`config.mk`:
```
export PLATFORM = sky130hd
export DESIGN_NAME = servo_packet_framer_and_status_checker_core_flat
export DESIGN_NICKNAME = d
export VERILOG_FILES = /design/src/rtl/core/spf_pkg.sv /design/src/rtl/core/spf_if.sv /design/src/rtl/core/spf_status.sv /design/src/rtl/core/spf_framer.sv /design/src/rtl/core/servo_packet_framer_and_status_checker_core.sv /design/src/flat_wrapper.sv
export SDC_FILE = /design/constraint.sdc
export NUM_CORES = 1
export LEC_CHECK = 0
export ABC_AREA = 1
export BUFFER_PORTS_ARGS = -buffer_cell sky130_fd_sc_hd__buf_2
export CAP_MARGIN = 20
export CORE_UTILIZATION = 28
export CTS_CLUSTER_DIAMETER = 120
export CTS_CLUSTER_SIZE = 40
export DETAILED_ROUTE_END_ITERATION = 16
export GPL_ROUTABILITY_DRIVEN = 0
export HOLD_SLACK_MARGIN = 0.06
export SYNTH_ARGS = -nofsm -noshare
export SYNTH_HDL_FRONTEND = slang
export SYNTH_HIERARCHICAL = 1
export SYNTH_SLANG_ARGS = --single-unit
```
`constraint.sdc`:
```
create_clock -name clk -period 5.9 [get_ports clk]
set_clock_uncertainty 0.05 [all_clocks]
set_input_delay 1.18 -clock clk [delete_from_list [all_inputs] [get_ports clk]]
set_output_delay 1.18 -clock clk [all_outputs]
set_load 0.02 [all_outputs]
```
`src/rtl/core/spf_pkg.sv`:
```
// Shared types, codes and frame/CRC functions for the servo packet framer.
`default_nettype none
package spf_pkg;

  localparam int FRAME_BYTES = 16;
  localparam int IDX_W       = $clog2(FRAME_BYTES);

  typedef logic [IDX_W-1:0] idx_t;
  typedef logic [1:0]       cmd_t;

  // Input opcodes.
  localparam logic [2:0] OP_PING   = 3'd0;
  localparam logic [2:0] OP_TORQUE = 3'd1;
  localparam logic [2:0] OP_GOAL   = 3'd2;
  localparam logic [2:0] OP_READ   = 3'd3;
  localparam logic [2:0] OP_RX     = 3'd4;

  // Command codes as held by the framer.
  localparam cmd_t CMD_PING   = 2'd0;
  localparam cmd_t CMD_TORQUE = 2'd1;
  localparam cmd_t CMD_GOAL   = 2'd2;
  localparam cmd_t CMD_READ   = 2'd3;

  // Pending response codes.
  localparam logic [7:0] PEND_PING   = 8'd1;
  localparam logic [7:0] PEND_TORQUE = 8'd3;
  localparam logic [7:0] PEND_GOAL   = 8'd4;
  localparam logic [7:0] PEND_READ   = 8'd6;
  localparam logic [7:0] TORQUE_FAIL = 8'd99;

  // Frame constants.
  localparam logic [7:0] HDR_SYNC   = 8'hFF;
  localparam logic [7:0] HDR_MARK   = 8'hFD;
  localparam logic [7:0] INS_PING   = 8'h01;
  localparam logic [7:0] INS_READ   = 8'h02;
  localparam logic [7:0] INS_WRITE  = 8'h03;
  localparam logic [7:0] ADDR_TORQ  = 8'h40;
  localparam logic [7:0] ADDR_GOAL  = 8'h74;
  localparam logic [7:0] ADDR_POS   = 8'h84;
  localparam logic [7:0] READ_LEN   = 8'h04;
  localparam logic [15:0] CRC_POLY  = 16'h8005;

  // Received byte positions.
  localparam idx_t RX_STATUS  = idx_t'(8);
  localparam idx_t RX_POS0    = idx_t'(9);
  localparam idx_t RX_POS1    = idx_t'(10);
  localparam idx_t RX_POS2    = idx_t'(11);
  localparam idx_t RX_POS3    = idx_t'(12);
  localparam idx_t RX_CRC_LO  = idx_t'(13);
  localparam idx_t RX_CRC_HI  = idx_t'(14);
  localparam idx_t IDX_LAST   = idx_t'(FRAME_BYTES - 1);

  typedef struct packed {
    logic        cmd_take;
    logic        rx_take;
    cmd_t        cmd;
    logic [7:0]  torque;
    logic [7:0]  rx_byte;
    logic        rx_first;
  } spf_evt_t;

  typedef struct packed {
    logic [7:0]  pending;
    logic        error;
    logic [7:0]  torque;
    logic [31:0] position;
  } spf_status_t;

  function automatic logic [15:0] crc_add(logic [15:0] c, logic [7:0] b);
    logic [15:0] r;
    r = c ^ {b, 8'h00};
    for (int k = 0; k < 8; k++) begin
      r = r[15] ? ({r[14:0], 1'b0} ^ CRC_POLY) : {r[14:0], 1'b0};
    end
    return r;
  endfunction

  // Number of frame bytes covered by the CRC.
  function automatic idx_t frame_len(cmd_t cmd);
    idx_t n;
    unique case (cmd)
      CMD_PING:   n = idx_t'(8);
      CMD_TORQUE: n = idx_t'(11);
      CMD_GOAL:   n = idx_t'(14);
      CMD_READ:   n = idx_t'(12);
    endcase
    return n;
  endfunction

  function automatic logic [7:0] frame_data(cmd_t cmd, idx_t k, logic [7:0] id,
                                            logic [7:0] torque, logic [31:0] pos);
    logic [7:0] b;
    b = 8'h00;
    unique case (k)
      idx_t'(0), idx_t'(1): b = HDR_SYNC;
      idx_t'(2): b = HDR_MARK;
      idx_t'(4): b = id;
      idx_t'(5): begin
        unique case (cmd)
          CMD_PING:   b = 8'h03;
          CMD_TORQUE: b = 8'h06;
          CMD_GOAL:   b = 8'h09;
          CMD_READ:   b = 8'h07;
        endcase
      end
      idx_t'(7): begin
        unique case (cmd)
          CMD_PING:   b = INS_PING;
          CMD_TORQUE: b = INS_WRITE;
          CMD_GOAL:   b = INS_WRITE;
          CMD_READ:   b = INS_READ;
        endcase
      end
      idx_t'(8): begin
        unique case (cmd)
          CMD_PING:   b = 8'h00;
          CMD_TORQUE: b = ADDR_TORQ;
          CMD_GOAL:   b = ADDR_GOAL;
          CMD_READ:   b = ADDR_POS;
        endcase
      end
      idx_t'(10): begin
        unique case (cmd)
          CMD_PING:   b = 8'h00;
          CMD_TORQUE: b = torque;
          CMD_GOAL:   b = pos[7:0];
          CMD_READ:   b = READ_LEN;
        endcase
      end
      idx_t'(11): b = (cmd == CMD_GOAL) ? pos[15:8]  : 8'h00;
      idx_t'(12): b = (cmd == CMD_GOAL) ? pos[23:16] : 8'h00;
      idx_t'(13): b = (cmd == CMD_GOAL) ? pos[31:24] : 8'h00;
      default:    b = 8'h00;
    endcase
    return b;
  endfunction

endpackage
`default_nettype wire

```
`src/rtl/core/spf_if.sv`:
```
// Handshake channel interfaces: command requests, results and configuration writes.
`default_nettype none
interface spf_cmd_if;
  logic        valid;
  logic        ready;
  logic [2:0]  opcode;
  logic [7:0]  torque_value;
  logic [31:0] goal_position;
  logic [7:0]  rx_byte;
  logic        rx_first;
  modport source (output valid, opcode, torque_value, goal_position, rx_byte, rx_first,
                  input ready);
  modport sink   (input valid, opcode, torque_value, goal_position, rx_byte, rx_first,
                  output ready);
endinterface

interface spf_res_if;
  logic        valid;
  logic        ready;
  logic        kind;
  logic [7:0]  tx_byte;
  logic        tx_last;
  logic [7:0]  pending_code;
  logic        error_flag;
  logic [7:0]  torque_state;
  logic [31:0] present_position;
  modport source (output valid, kind, tx_byte, tx_last, pending_code, error_flag,
                  torque_state, present_position, input ready);
  modport sink   (input valid, kind, tx_byte, tx_last, pending_code, error_flag,
                  torque_state, present_position, output ready);
endinterface

interface spf_cfg_if;
  logic       valid;
  logic       ready;
  logic [7:0] data;
  modport source (output valid, data, input ready);
  modport sink   (input valid, data, output ready);
endinterface
`default_nettype wire

```
`src/rtl/core/spf_status.sv`:
```
// Pending, torque, error and position state plus the status packet checker.
`default_nettype none
module spf_status (
  input  wire logic                clk,
  input  wire logic                rst,
  input  wire spf_pkg::spf_evt_t   evt,
  output spf_pkg::spf_status_t     status_next
);

  logic [7:0]    pending, pending_next;
  logic [7:0]    requested_torque, requested_torque_next;
  logic [7:0]    torque_confirmed, torque_confirmed_next;
  logic          error_bit, error_bit_next;
  logic [31:0]   position_reg, position_reg_next;
  spf_pkg::idx_t rx_index, rx_index_next;
  logic [15:0]   rx_crc, rx_crc_next;
  logic [7:0]    rx_status, rx_status_next;
  logic [31:0]   rx_payload, rx_payload_next;
  logic [7:0]    rx_crc_low, rx_crc_low_next;
  logic          rx_full, rx_full_next;
  logic          rx_armed, rx_armed_next;

  spf_pkg::idx_t idx;
  logic          full_w;
  logic          armed_w;
  logic [15:0]   crc_base;

  assign idx      = evt.rx_first ? '0 : rx_index;
  assign full_w   = evt.rx_first ? 1'b0 : rx_full;
  assign armed_w  = evt.rx_first ? 1'b0 : rx_armed;
  assign crc_base = (evt.rx_first || idx == '0) ? 16'h0000 : rx_crc;

  always_comb begin
    pending_next          = pending;
    requested_torque_next = requested_torque;
    torque_confirmed_next = torque_confirmed;
    error_bit_next        = error_bit;
    position_reg_next     = position_reg;
    rx_index_next         = rx_index;
    rx_crc_next           = rx_crc;
    rx_status_next        = rx_status;
    rx_payload_next       = rx_payload;
    rx_crc_low_next       = rx_crc_low;
    rx_full_next          = rx_full;
    rx_armed_next         = rx_armed;
    if (evt.cmd_take) begin
      rx_armed_next = 1'b0;
      unique case (evt.cmd)
        spf_pkg::CMD_PING:   pending_next = spf_pkg::PEND_PING;
        spf_pkg::CMD_TORQUE: begin
          requested_torque_next = evt.torque;
          pending_next          = spf_pkg::PEND_TORQUE;
        end
        spf_pkg::CMD_GOAL:   pending_next = spf_pkg::PEND_GOAL;
        spf_pkg::CMD_READ:   pending_next = spf_pkg::PEND_READ;
      endcase
    end else if (evt.rx_take) begin
      // A marked byte restarts the packet even after the buffer filled up.
      rx_full_next  = full_w;
      rx_armed_next = armed_w;
      rx_crc_next   = evt.rx_first ? 16'h0000 : rx_crc;
      rx_index_next = idx;
      if (!full_w) begin
        rx_crc_next = (idx <= spf_pkg::RX_POS3) ? spf_pkg::crc_add(crc_base, evt.rx_byte)
                                                : crc_base;
        unique case (idx)
          spf_pkg::RX_STATUS: begin
            rx_status_next = evt.rx_byte;
            unique case (pending)
              spf_pkg::PEND_PING: pending_next = evt.rx_byte;
              spf_pkg::PEND_TORQUE: begin
                pending_next          = evt.rx_byte;
                torque_confirmed_next = (evt.rx_byte == 8'h00) ? requested_torque
                                                               : spf_pkg::TORQUE_FAIL;
              end
              spf_pkg::PEND_GOAL: begin
                pending_next   = evt.rx_byte;
                error_bit_next = (evt.rx_byte != 8'h00);
              end
              spf_pkg::PEND_READ: begin
                pending_next  = evt.rx_byte;
                rx_armed_next = 1'b1;
              end
              default: ;
            endcase
          end
          spf_pkg::RX_POS0:   rx_payload_next[7:0]   = evt.rx_byte;
          spf_pkg::RX_POS1:   rx_payload_next[15:8]  = evt.rx_byte;
          spf_pkg::RX_POS2:   rx_payload_next[23:16] = evt.rx_byte;
          spf_pkg::RX_POS3:   rx_payload_next[31:24] = evt.rx_byte;
          spf_pkg::RX_CRC_LO: rx_crc_low_next        = evt.rx_byte;
          spf_pkg::RX_CRC_HI: begin
            if (armed_w) begin
              if (rx_crc_low == crc_base[7:0] && evt.rx_byte == crc_base[15:8]) begin
                if (rx_status == 8'h00) begin
                  position_reg_next = rx_payload;
                  error_bit_next    = 1'b0;
                end
              end else begin
                error_bit_next = 1'b1;
              end
              rx_armed_next = 1'b0;
            end
          end
          default: ;
        endcase
        if (idx == spf_pkg::IDX_LAST) begin
          rx_full_next = 1'b1;
        end else begin
          rx_index_next = idx + 1'b1;
        end
      end
    end
  end

  always_ff @(posedge clk) begin
    if (rst) begin
      pending          <= '0;
      requested_torque <= '0;
      torque_confirmed <= '0;
      error_bit        <= 1'b0;
      position_reg     <= '0;
      rx_index         <= '0;
      rx_crc           <= '0;
      rx_status        <= '0;
      rx_payload       <= '0;
      rx_crc_low       <= '0;
      rx_full          <= 1'b0;
      rx_armed         <= 1'b0;
    end else begin
      pending          <= pending_next;
      requested_torque <= requested_torque_next;
      torque_confirmed <= torque_confirmed_next;
      error_bit        <= error_bit_next;
      position_reg     <= position_reg_next;
      rx_index         <= rx_index_next;
      rx_crc           <= rx_crc_next;
      rx_status        <= rx_status_next;
      rx_payload       <= rx_payload_next;
      rx_crc_low       <= rx_crc_low_next;
      rx_full          <= rx_full_next;
      rx_armed         <= rx_armed_next;
    end
  end

  assign status_next.pending  = pending_next;
  assign status_next.error    = error_bit_next;
  assign status_next.torque   = torque_confirmed_next;
  assign status_next.position = position_reg_next;

endmodule
`default_nettype wire

```
`src/rtl/core/spf_framer.sv`:
```
// Instruction frame sequencer: one frame byte per step with a running CRC.
`default_nettype none
module spf_framer (
  input  wire logic          clk,
  input  wire logic          rst,
  input  wire logic          start,
  input  wire logic          step,
  input  wire spf_pkg::cmd_t cmd,
  input  wire logic [7:0]    servo_id,
  input  wire logic [7:0]    torque,
  input  wire logic [31:0]   pos,
  output logic               busy,
  output logic               emit,
  output logic [7:0]         tx_byte,
  output logic               tx_last
);

  spf_pkg::cmd_t cmd_r;
  logic [7:0]    torque_r;
  logic [31:0]   pos_r;
  spf_pkg::idx_t cnt;
  logic [15:0]   crc;

  spf_pkg::cmd_t cmd_c;
  logic [7:0]    torque_c;
  logic [31:0]   pos_c;
  spf_pkg::idx_t k;
  spf_pkg::idx_t n;
  logic [15:0]   crc_c;
  logic [7:0]    data;

  assign cmd_c    = start ? cmd : cmd_r;
  assign torque_c = start ? torque : torque_r;
  assign pos_c    = start ? pos : pos_r;
  assign k        = start ? '0 : cnt;
  assign crc_c    = start ? 16'h0000 : crc;
  assign n        = spf_pkg::frame_len(cmd_c);
  assign data     = spf_pkg::frame_data(cmd_c, k, servo_id, torque_c, pos_c);
  assign emit     = start || (busy && step);
  assign tx_last  = (k == spf_pkg::IDX_LAST);

  // The CRC goes out low byte first right after the covered bytes.
  always_comb begin
    if (k < n) begin
      tx_byte = data;
    end else if (k == n) begin
      tx_byte = crc_c[7:0];
    end else if (k == n + 1'b1) begin
      tx_byte = crc_c[15:8];
    end else begin
      tx_byte = 8'h00;
    end
  end

  always_ff @(posedge clk) begin
    if (rst) begin
      busy <= 1'b0;
      cnt  <= '0;
    end else if (emit) begin
      busy <= !tx_last;
      cnt  <= k + 1'b1;
    end
  end

  always_ff @(posedge clk) begin
    if (start) begin
      cmd_r    <= cmd;
      torque_r <= torque;
      pos_r    <= pos;
    end
    if (emit) begin
      crc <= (k < n) ? spf_pkg::crc_add(crc_c, data) : crc_c;
    end
  end

endmodule
`default_nettype wire

```
`src/rtl/core/servo_packet_framer_and_status_checker_core.sv`:
```
// Top level: request holding register, framer, status checker and result register.
// The first result of a request is registered in the result register when the request is taken.
// A command gives 16 frame bytes, one per step of the framer's byte counter, each step waiting
// on a free result register; a received byte gives one result. Unused opcodes are dropped with no result.
// Reset (rst, synchronous): clears the control and status state, sets servo_id to 1, empties both registers.
`default_nettype none
module servo_packet_framer_and_status_checker_core (
  input  wire logic clk,
  input  wire logic rst,
  spf_cmd_if.sink   cmd,
  spf_res_if.source res,
  spf_cfg_if.sink   cfg
);

  logic [7:0]  servo_id;

  logic        hold_valid;
  logic [2:0]  hold_op;
  logic [7:0]  hold_torque;
  logic [31:0] hold_pos;
  logic [7:0]  hold_rx_byte;
  logic        hold_rx_first;

  logic        out_adv;
  logic        take;
  logic        start;
  logic        rx_take;

  logic        busy;
  logic        emit;
  logic [7:0]  frame_byte;
  logic        frame_last;

  spf_pkg::spf_evt_t    evt;
  spf_pkg::spf_status_t status_next;

  assign cfg.ready = 1'b1;

  always_ff @(posedge clk) begin
    if (rst) begin
      servo_id <= 8'd1;
    end else if (cfg.valid) begin
      servo_id <= cfg.data;
    end
  end

  assign out_adv   = !res.valid || res.ready;
  assign take      = hold_valid && !busy && out_adv;
  assign start     = take && (hold_op <= spf_pkg::OP_READ);
  assign rx_take   = take && (hold_op == spf_pkg::OP_RX);
  assign cmd.ready = !hold_valid || take;

  always_ff @(posedge clk) begin
    if (rst) begin
      hold_valid <= 1'b0;
    end else if (cmd.valid && cmd.ready) begin
      hold_valid <= 1'b1;
    end else if (take) begin
      hold_valid <= 1'b0;
    end
  end

  always_ff @(posedge clk) begin
    if (cmd.valid && cmd.ready) begin
      hold_op       <= cmd.opcode;
      hold_torque   <= cmd.torque_value;
      hold_pos      <= cmd.goal_position;
      hold_rx_byte  <= cmd.rx_byte;
      hold_rx_first <= cmd.rx_first;
    end
  end

  assign evt.cmd_take = start;
  assign evt.rx_take  = rx_take;
  assign evt.cmd      = hold_op[1:0];
  assign evt.torque   = hold_torque;
  assign evt.rx_byte  = hold_rx_byte;
  assign evt.rx_first = hold_rx_first;

  spf_status u_status (
    .clk         (clk),
    .rst         (rst),
    .evt         (evt),
    .status_next (status_next)
  );

  spf_framer u_framer (
    .clk      (clk),
    .rst      (rst),
    .start    (start),
    .step     (out_adv),
    .cmd      (hold_op[1:0]),
    .servo_id (servo_id),
    .torque   (hold_torque),
    .pos      (hold_pos),
    .busy     (busy),
    .emit     (emit),
    .tx_byte  (frame_byte),
    .tx_last  (frame_last)
  );

  always_ff @(posedge clk) begin
    if (rst) begin
      res.valid <= 1'b0;
    end else if (emit || rx_take) begin
      res.valid <= 1'b1;
    end else if (res.ready) begin
      res.valid <= 1'b0;
    end
  end

  // While a frame is going out no other request is taken, so the live status is the
  // status right after the command.
  always_ff @(posedge clk) begin
    if (emit || rx_take) begin
      res.kind             <= rx_take;
      res.tx_byte          <= rx_take ? 8'h00 : frame_byte;
      res.tx_last          <= rx_take ? 1'b0 : frame_last;
      res.pending_code     <= status_next.pending;
      res.error_flag       <= status_next.error;
      res.torque_state     <= status_next.torque;
      res.present_position <= status_next.position;
    end
  end

endmodule
`default_nettype wire
```
`src/flat_wrapper.sv`:
```
// flat-port wrapper written by rule: the top's interface ports become plain ports
module servo_packet_framer_and_status_checker_core_flat 
  (clk, rst, cmd_valid, cmd_opcode, cmd_torque_value, cmd_goal_position, cmd_rx_byte, cmd_rx_first, cmd_ready, res_valid, res_kind, res_tx_byte, res_tx_last, res_pending_code, res_error_flag, res_torque_state, res_present_position, res_ready, cfg_valid, cfg_data, cfg_ready);
  spf_cmd_if cmd_i ();
  spf_res_if res_i ();
  spf_cfg_if cfg_i ();
  input  wire logic clk;
  input  wire logic rst;
  input wire logic [$bits(cmd_i.valid)-1:0] cmd_valid;
  input wire logic [$bits(cmd_i.opcode)-1:0] cmd_opcode;
  input wire logic [$bits(cmd_i.torque_value)-1:0] cmd_torque_value;
  input wire logic [$bits(cmd_i.goal_position)-1:0] cmd_goal_position;
  input wire logic [$bits(cmd_i.rx_byte)-1:0] cmd_rx_byte;
  input wire logic [$bits(cmd_i.rx_first)-1:0] cmd_rx_first;
  output wire logic [$bits(cmd_i.ready)-1:0] cmd_ready;
  output wire logic [$bits(res_i.valid)-1:0] res_valid;
  output wire logic [$bits(res_i.kind)-1:0] res_kind;
  output wire logic [$bits(res_i.tx_byte)-1:0] res_tx_byte;
  output wire logic [$bits(res_i.tx_last)-1:0] res_tx_last;
  output wire logic [$bits(res_i.pending_code)-1:0] res_pending_code;
  output wire logic [$bits(res_i.error_flag)-1:0] res_error_flag;
  output wire logic [$bits(res_i.torque_state)-1:0] res_torque_state;
  output wire logic [$bits(res_i.present_position)-1:0] res_present_position;
  input wire logic [$bits(res_i.ready)-1:0] res_ready;
  input wire logic [$bits(cfg_i.valid)-1:0] cfg_valid;
  input wire logic [$bits(cfg_i.data)-1:0] cfg_data;
  output wire logic [$bits(cfg_i.ready)-1:0] cfg_ready;
  assign cmd_i.valid = cmd_valid;
  assign cmd_i.opcode = cmd_opcode;
  assign cmd_i.torque_value = cmd_torque_value;
  assign cmd_i.goal_position = cmd_goal_position;
  assign cmd_i.rx_byte = cmd_rx_byte;
  assign cmd_i.rx_first = cmd_rx_first;
  assign cmd_ready = cmd_i.ready;
  assign res_valid = res_i.valid;
  assign res_kind = res_i.kind;
  assign res_tx_byte = res_i.tx_byte;
  assign res_tx_last = res_i.tx_last;
  assign res_pending_code = res_i.pending_code;
  assign res_error_flag = res_i.error_flag;
  assign res_torque_state = res_i.torque_state;
  assign res_present_position = res_i.present_position;
  assign res_i.ready = res_ready;
  assign cfg_i.valid = cfg_valid;
  assign cfg_i.data = cfg_data;
  assign cfg_ready = cfg_i.ready;
  servo_packet_framer_and_status_checker_core u_core (.clk(clk), .rst(rst), .cmd(cmd_i), .res(res_i), .cfg(cfg_i));
endmodule
```
# Yosys cells after proc, flatten, opt, wreduce, memory -nomap -nowiden
# Cells that the tools add are included.
# Widths: inputs -> output; s select.
[totals] reg_bits=311 in_bits=65 word_cells=214
[op_classes] addsub=3 order_cmp=3 eq_ne=35 muxes=79 n_bitwise=20 reduce_logical=38
[op_table] operator="$mux 16" count=22
[op_table] operator="$mux 32" count=8
[op_table] operator="$mux 8" count=18
[op_table] operator="$pmux 8 s4" count=4
[op_table] operator="$pmux 8 s10" count=1
[op_table] operator="$eq 4x4->1 const B" count=14
[op_table] operator="$not 3->3" count=16
[op_table] operator="$xor 16x16->16" count=2
[op_table] operator="$pmux 8 s3" count=1
[op_table] operator="$reduce_and 4->1" count=6
[op_table] operator="$mux 1" count=17
[op_table] operator="$eq 8x3->1 const B" count=2
[op_table] operator="$eq 8x8->1" count=2
[op_table] operator="$logic_not 8->1" count=2
[op_table] operator="$mux 4" count=4
[op_table] operator="$pmux 4 s4" count=1
[op_table] operator="$add 4x1->4 const B" count=3
[op_table] operator="$eq 4x3->1 const B" count=3
[op_table] operator="$eq 2x2->1 const B" count=4
[op_table] operator="$eq 4x4->1" count=2
[op_table] operator="$eq 8x1->1 const B" count=1
[op_table] operator="$eq 8x2->1 const B" count=1
[op_table] operator="$logic_not 4->1" count=2
[op_table] operator="$reduce_bool 8->1" count=1
[op_table] operator="20 further kinds" count=41

# Longest topological paths before layout
[depth] ltp_word=27 ltp_mapped=30

# Hierarchy
# Netlist, hierarchy kept.
[modules_own_cells] mod="spf_status" instances=1 cells_each=804 area_each_um2=5928.2 seq_area_each_um2=2542.4
[modules_own_cells] mod="spf_framer" instances=1 cells_each=591 area_each_um2=3891.2 seq_area_each_um2=1421.4
[modules_own_cells] mod="servo_packet_framer_and_status_checker_core" instances=1 cells_each=190 area_each_um2=3823.7 seq_area_each_um2=3533.4

# Worst setup path after synthesis
# Ideal clock, no wire load.
[synth_timing] path_type="input -> register" startpoint="input res_ready" endpoint="register u_core.hold_op[0], enable pin" arrival_time_ns=3.924 required_ns=5.371 path_slack_ns=1.447 stages=4 path_cell_list="inv_1 nand2_2 nand3_1 a21oi_1"
[synth_via] elab_chain_len=4
[synth_rtl] element="from (decl)" line="flat_wrapper.sv:24" text="input wire logic [$bits(res_i.ready)-1:0] res_ready;"
[synth_rtl] element="$logic_or 1x1->1" line="servo_packet_framer_and_status_checker_core.sv:47" text="assign out_adv = !res.valid || res.ready;"
[synth_rtl] element="net u_core.out_adv" line="servo_packet_framer_and_status_checker_core.sv:24" text="logic out_adv;"
[synth_rtl] element="$logic_and 1x1->1" line="servo_packet_framer_and_status_checker_core.sv:48" text="assign take = hold_valid && !busy && out_adv;"
[synth_rtl] element="$logic_or 1x1->1" line="servo_packet_framer_and_status_checker_core.sv:51" text="assign cmd.ready = !hold_valid || take;"
[synth_rtl] element="$logic_and 1x1->1" line="servo_packet_framer_and_status_checker_core.sv:64" text="if (cmd.valid && cmd.ready) begin"
[synth_rtl] element="to (signal assigned)" line="servo_packet_framer_and_status_checker_core.sv:65" text="hold_op <= cmd.opcode;"
[synth_rtl] element="to (decl)" line="servo_packet_framer_and_status_checker_core.sv:18" text="logic [2:0] hold_op;"
# The timed path passes the listed nets, and every way through them passes these cells.
# A chain may end at the register's enable or synchronous reset.

# Worst setup path in the final report
[layout_timing] startpoint="input res_ready" endpoint="register u_core.u_framer.crc[15], data pin"
[layout_via] elab_chain_len=19 elab_cells_between_ends=53
[layout_rtl] element="$logic_or 1x1->1 *" line="servo_packet_framer_and_status_checker_core.sv:47"
[layout_rtl] element="net u_core.out_adv" line="servo_packet_framer_and_status_checker_core.sv:24"
[layout_rtl] element="$logic_and 1x1->1 *" line="servo_packet_framer_and_status_checker_core.sv:48"
[layout_rtl] element="$logic_and 1x1->1 *" line="servo_packet_framer_and_status_checker_core.sv:49" text="assign start = take && (hold_op <= spf_pkg::OP_READ);"
[layout_rtl] element="net u_core.start" line="servo_packet_framer_and_status_checker_core.sv:26" text="logic start;"
[layout_rtl] element="$mux 2" line="spf_framer.sv:32" text="assign cmd_c = start ? cmd : cmd_r;"
[layout_rtl] element="$eq 2x2->1 / $eq 2x1->1 (equally long branches)"
[layout_rtl] element="$reduce_or 2->1 (no line)"
[layout_rtl] element="$pmux 8 s3" line="spf_pkg.sv:107" text="unique case (cmd)"
[layout_rtl] element="$pmux 8 s10" line="spf_pkg.sv:94" text="unique case (k)"
[layout_rtl] element="$xor 16x16->16" line="spf_pkg.sv:71" text="r = c ^ {b, 8'h00};"
[layout_rtl] element="$mux 16 (5 in series)" line="spf_pkg.sv:73" text="r = r[15] ? ({r[14:0], 1'b0} ^ CRC_POLY) : {r[14:0], 1'b0};"
[layout_rtl] element="$mux 16 / $not 3->3 (equally long branches)"
[layout_rtl] element="$not 3->3 (no line) / $mux 16 (equally long branches)"
[layout_rtl] element="$mux 16 (2 in series)" line="spf_pkg.sv:73"
[layout_rtl] element="$mux 16 *" line="spf_framer.sv:72" text="crc <= (k < n) ? spf_pkg::crc_add(crc_c, data) : crc_c;"
[layout_rtl] element="to (signal assigned)" line="spf_framer.sv:72"
[layout_rtl] element="to (decl)" line="spf_framer.sv:22" text="logic [15:0] crc;"
# Mark *: on every way through the listed nets, which the timed path passes. The rest lies on a longest branch. The select of a mux whose other input is x is not followed.

==> impl_metrics.json <==
{
  "status": "finished, final reports clean",
  "p_comb_share_pct": 16.4,
  "coreArea_um2": 47950,
  "fp.dieW_um": 222.7,
  "vias": 10698,
  "clockBufferDepth": 3,
  "initial_core_util_pct": 28.46,
  "rsz0062_at_grt": "false",
  "ios": 127,
  "grt-busiest-layer": "met2",
  "post_cts_buffers": 0,
  "n_antenna_cell": 0,
  "fin_area_um2": 15180,
  "synthToLayoutAreaGrowth_pct": 11.28,
  "synthCells": 1585,
  "cts_resized": 0,
  "max_slew_margin_pct": 36.61,
  "timing.final.crit_share_pct": 77.38,
  "power_density_nw_per_um2": 274.0,
  "die_area_um2": 49610,
  "dr.first_iter.drc_count": 813,
  "path_clk_slew_ns": 0.14,
  "grt_pass1_wl_mm": 53.98,
  "crit_path_top_delay_cell": "nor2_1",
  "crit_type": "in -> reg",
  "drive_above_1_share_pct": 15.15,
  "crit_path_max_incr_delay_ns": 0.52,
  "synthFlopType": "dfxtp_1",
  "die_y_um": 222.7,
  "cts_tree": "done",
  "syn_area_um2": 13640,
  "cts_sinks": 311,
  "placed_area_um2": 14850,
  "clock_latency_ns": 0.51,
  "p_switching_w": 0.001161,
  "grt_pass1_vias": 9999,
  "yosysWarnings": 6,
  "drv_cap": 0,
  "final_max_slew_viol_count": 0,
  "finalSetupViolCount": 0,
  "grt_max_degree": 62,
  "fin_crit_ns": 4.565,
  "syn-mean-instance-area_um2": 8.608,
  "floorplan.rows": 80,
  "synth_cell_types": 46,
  "drc": 0,
  "grt_overflow_total": 0,
  "crit_path_max_fanout": 31,
  "async_reset_ff_share_pct": 0,
  "syn_nets": 1670,
  "post-synth-top-area-cell": "edfxtp_1",
  "yosysSeqAreaShare_pct": 54.95,
  "required_ns": 6.14,
  "fmax_ghz": 0.2190,
  "ant_nets": 0,
  "ir_drop_mv": 0.1696,
  "numCtsBuffers": 11,
  "num-fill-cells": 4998,
  "worstPathArrival_ns": 4.80,
  "timing_hold_violations_final": 0,
  "dr.pass1.iters": 5,
  "min_path_type": "reg -> reg",
  "p_int_w": 0.002998,
  "wirelength_mm": 34.09,
  "antenna_found_initial": 0,
  "nets": 1764,
  "grtUsageMet2_pct": 22.82,
  "synth_edf_count": 127,
  "tightest_slew_ns": 0.9474,
  "synth_top_area_share_pct": 27.95,
  "use_met1_pct": 18.29,
  "portBuffers": 125,
  "yosys-top-cells-area": "edfxtp_1, dfxtp_1, nand2_1",
  "vias_per_cell": 4.655,
  "switching_share_pct": 27.91,
  "cts_root_buf": "clkbuf_16",
  "end_kind": "flop",
  "cellLeakagePower_nw": 6.513,
  "hpwl_mm": 24.55,
  "track_usage_pct": 13.52,
  "htree_num_levels": 1,
  "postCtsHoldBufs": 0,
  "wl_per_cell_um": 14.83,
  "critPathLaunchType": "primary input",
  "clock_power_share_pct": 23.8,
  "pwr-share-seq_pct": 59.8,
  "met3_usage_pct": 1.931,
  "fin_tns_setup_ns": 0,
  "cpMostUsedCell": "nand2_1",
  "ys_seq_elements": 311
}
## layer usage
layer  vias up  wire length (um)  share of wire (%)
li1       5372                 -                  -
met1      4980             15820                 46
met2       306             15930                 47
met3        40              1687                4.9
met4         0               648                1.9
met5         -                 0                  0
## per-stage QoR
step	hold slack (ns)	setup WS, ns	util (%)	total power, W	std cells
detailed placement	0.3827	0.8051	30.97	0.003217	2280
finish	0.4139	1.335	31.66	0.004159	2298
global placement	0.3756	0.8687	30.97	0.003197	2280
global route	0.4339	0.9254	31.66	0.004377	2298
floorplan	0.3661	1.447	-	0.002996	1585
CTS	0.4174	1.357	31.61	0.004207	2297
## layout make-up
type                            instances  area, um^2  area share [%]
Sequential cell                       311        7497           49.38
Multi-Input combinational cell       1035        5161           34.00
Timing Repair Buffer                  143       780.7           5.143
Tap cell                              615       769.5           5.068
Inverter                              177       669.4           4.409
Clock buffer                           15       290.3           1.912
Clock inverter                          2       13.76         0.09065
## cell usage after synthesis (3+ instances only)
library cell	n
nand2_1	395
dfxtp_1	184
inv_1	163
edfxtp_1	127
nor2_1	126
o21ai_0	109
nand3_1	99
a21oi_1	78
nand2_2	40
clkbuf_1	33
a21oi_2	30
ha_1	20
o211ai_1	20
buf_2	17
nor3_1	16
xor2_1	14
nand4_1	11
and2_1	10
nor4_1	9
o21a_1	9
a31oi_1	7
or2_2	7
buf_4	6
clkinv_1	6
inv_2	6
nor2_2	5
o31ai_1	4
a211oi_1	3
buf_12	3
nand2_4	3
nand3b_1	3
## path summary, 6_finish.rpt
kind	depth (start not counted)	endpoint	from	slack (ns)
setup / recovery	28	u_core/u_framer/crc[15]	res_ready	1.33
hold / removal	2	u_core/u_framer/pos_r[18]	u_core/u_framer/pos_r[18]	0.41
hold reg to reg	2	u_core/u_framer/pos_r[18]	u_core/u_framer/pos_r[18]	0.41
setup reg to reg	25	u_core/u_framer/crc[15]	u_core/hold_valid	1.74
## cell families (layout without fill, tap and decap cells)
logic type	after synthesis	after routing	synth area share (%)
fa+ha+maj	20	20	1.834
compound gates	270	270	11.68
simple gates	728	728	23.10
buf+inv	239	337	7.373
other cells	1	1	0.02749
flops	311	311	54.95
xor+xnor	16	16	1.027
## power groups by stage
stage	sequential [W]	combinational, W	clock, W
2_1_floorplan	0.00255	0.000441	0
3_3_place_gp	0.00253	0.000665	0
3_5_place_dp	0.00254	0.000681	0
4_1_cts	0.00249	0.000682	0.00104
5_1_grt	0.00250	0.000771	0.00110
6_report	0.00249	0.000682	0.000990
## cells in the final DEF, fill, tap and decap left out, types with 2 or more instances in the layout
cell	synthesis	layout
buf_2	17	125
o21a_1	9	9
ha_1	20	20
nand2_4	3	3
clkbuf_1	33	4
a21oi_1	78	77
o22ai_1	2	2
o221ai_1	2	2
nand3_1	99	99
nand3_4	2	2
a221oi_1	2	2
inv_1	163	163
inv_2	6	6
inv_4	2	2
edfxtp_1	127	127
or2_2	7	7
clkinv_1	6	6
o211ai_1	20	20
buf_4	6	17
dfxtp_1	184	184
nor3_1	16	16
nand3b_1	3	3
nand2_1	395	394
clkbuf_16	0	11
nand4_1	11	11
nor4_1	9	9
nand2_2	40	41
nor2_1	126	125
o31ai_1	4	4
a21oi_2	30	30
nor2_2	5	5
xor2_1	14	14
xnor2_1	2	2
a31oi_1	7	7
o21ai_0	109	109
and2_1	10	10
a211oi_1	3	3
## critical path, delay by kind of cell
kind	cells	cell delay [ns]
buf+inv	6	0.78
fa+ha+maj	1	0.28
simple gates	21	2.55
(Power assumes the default switching activity.)
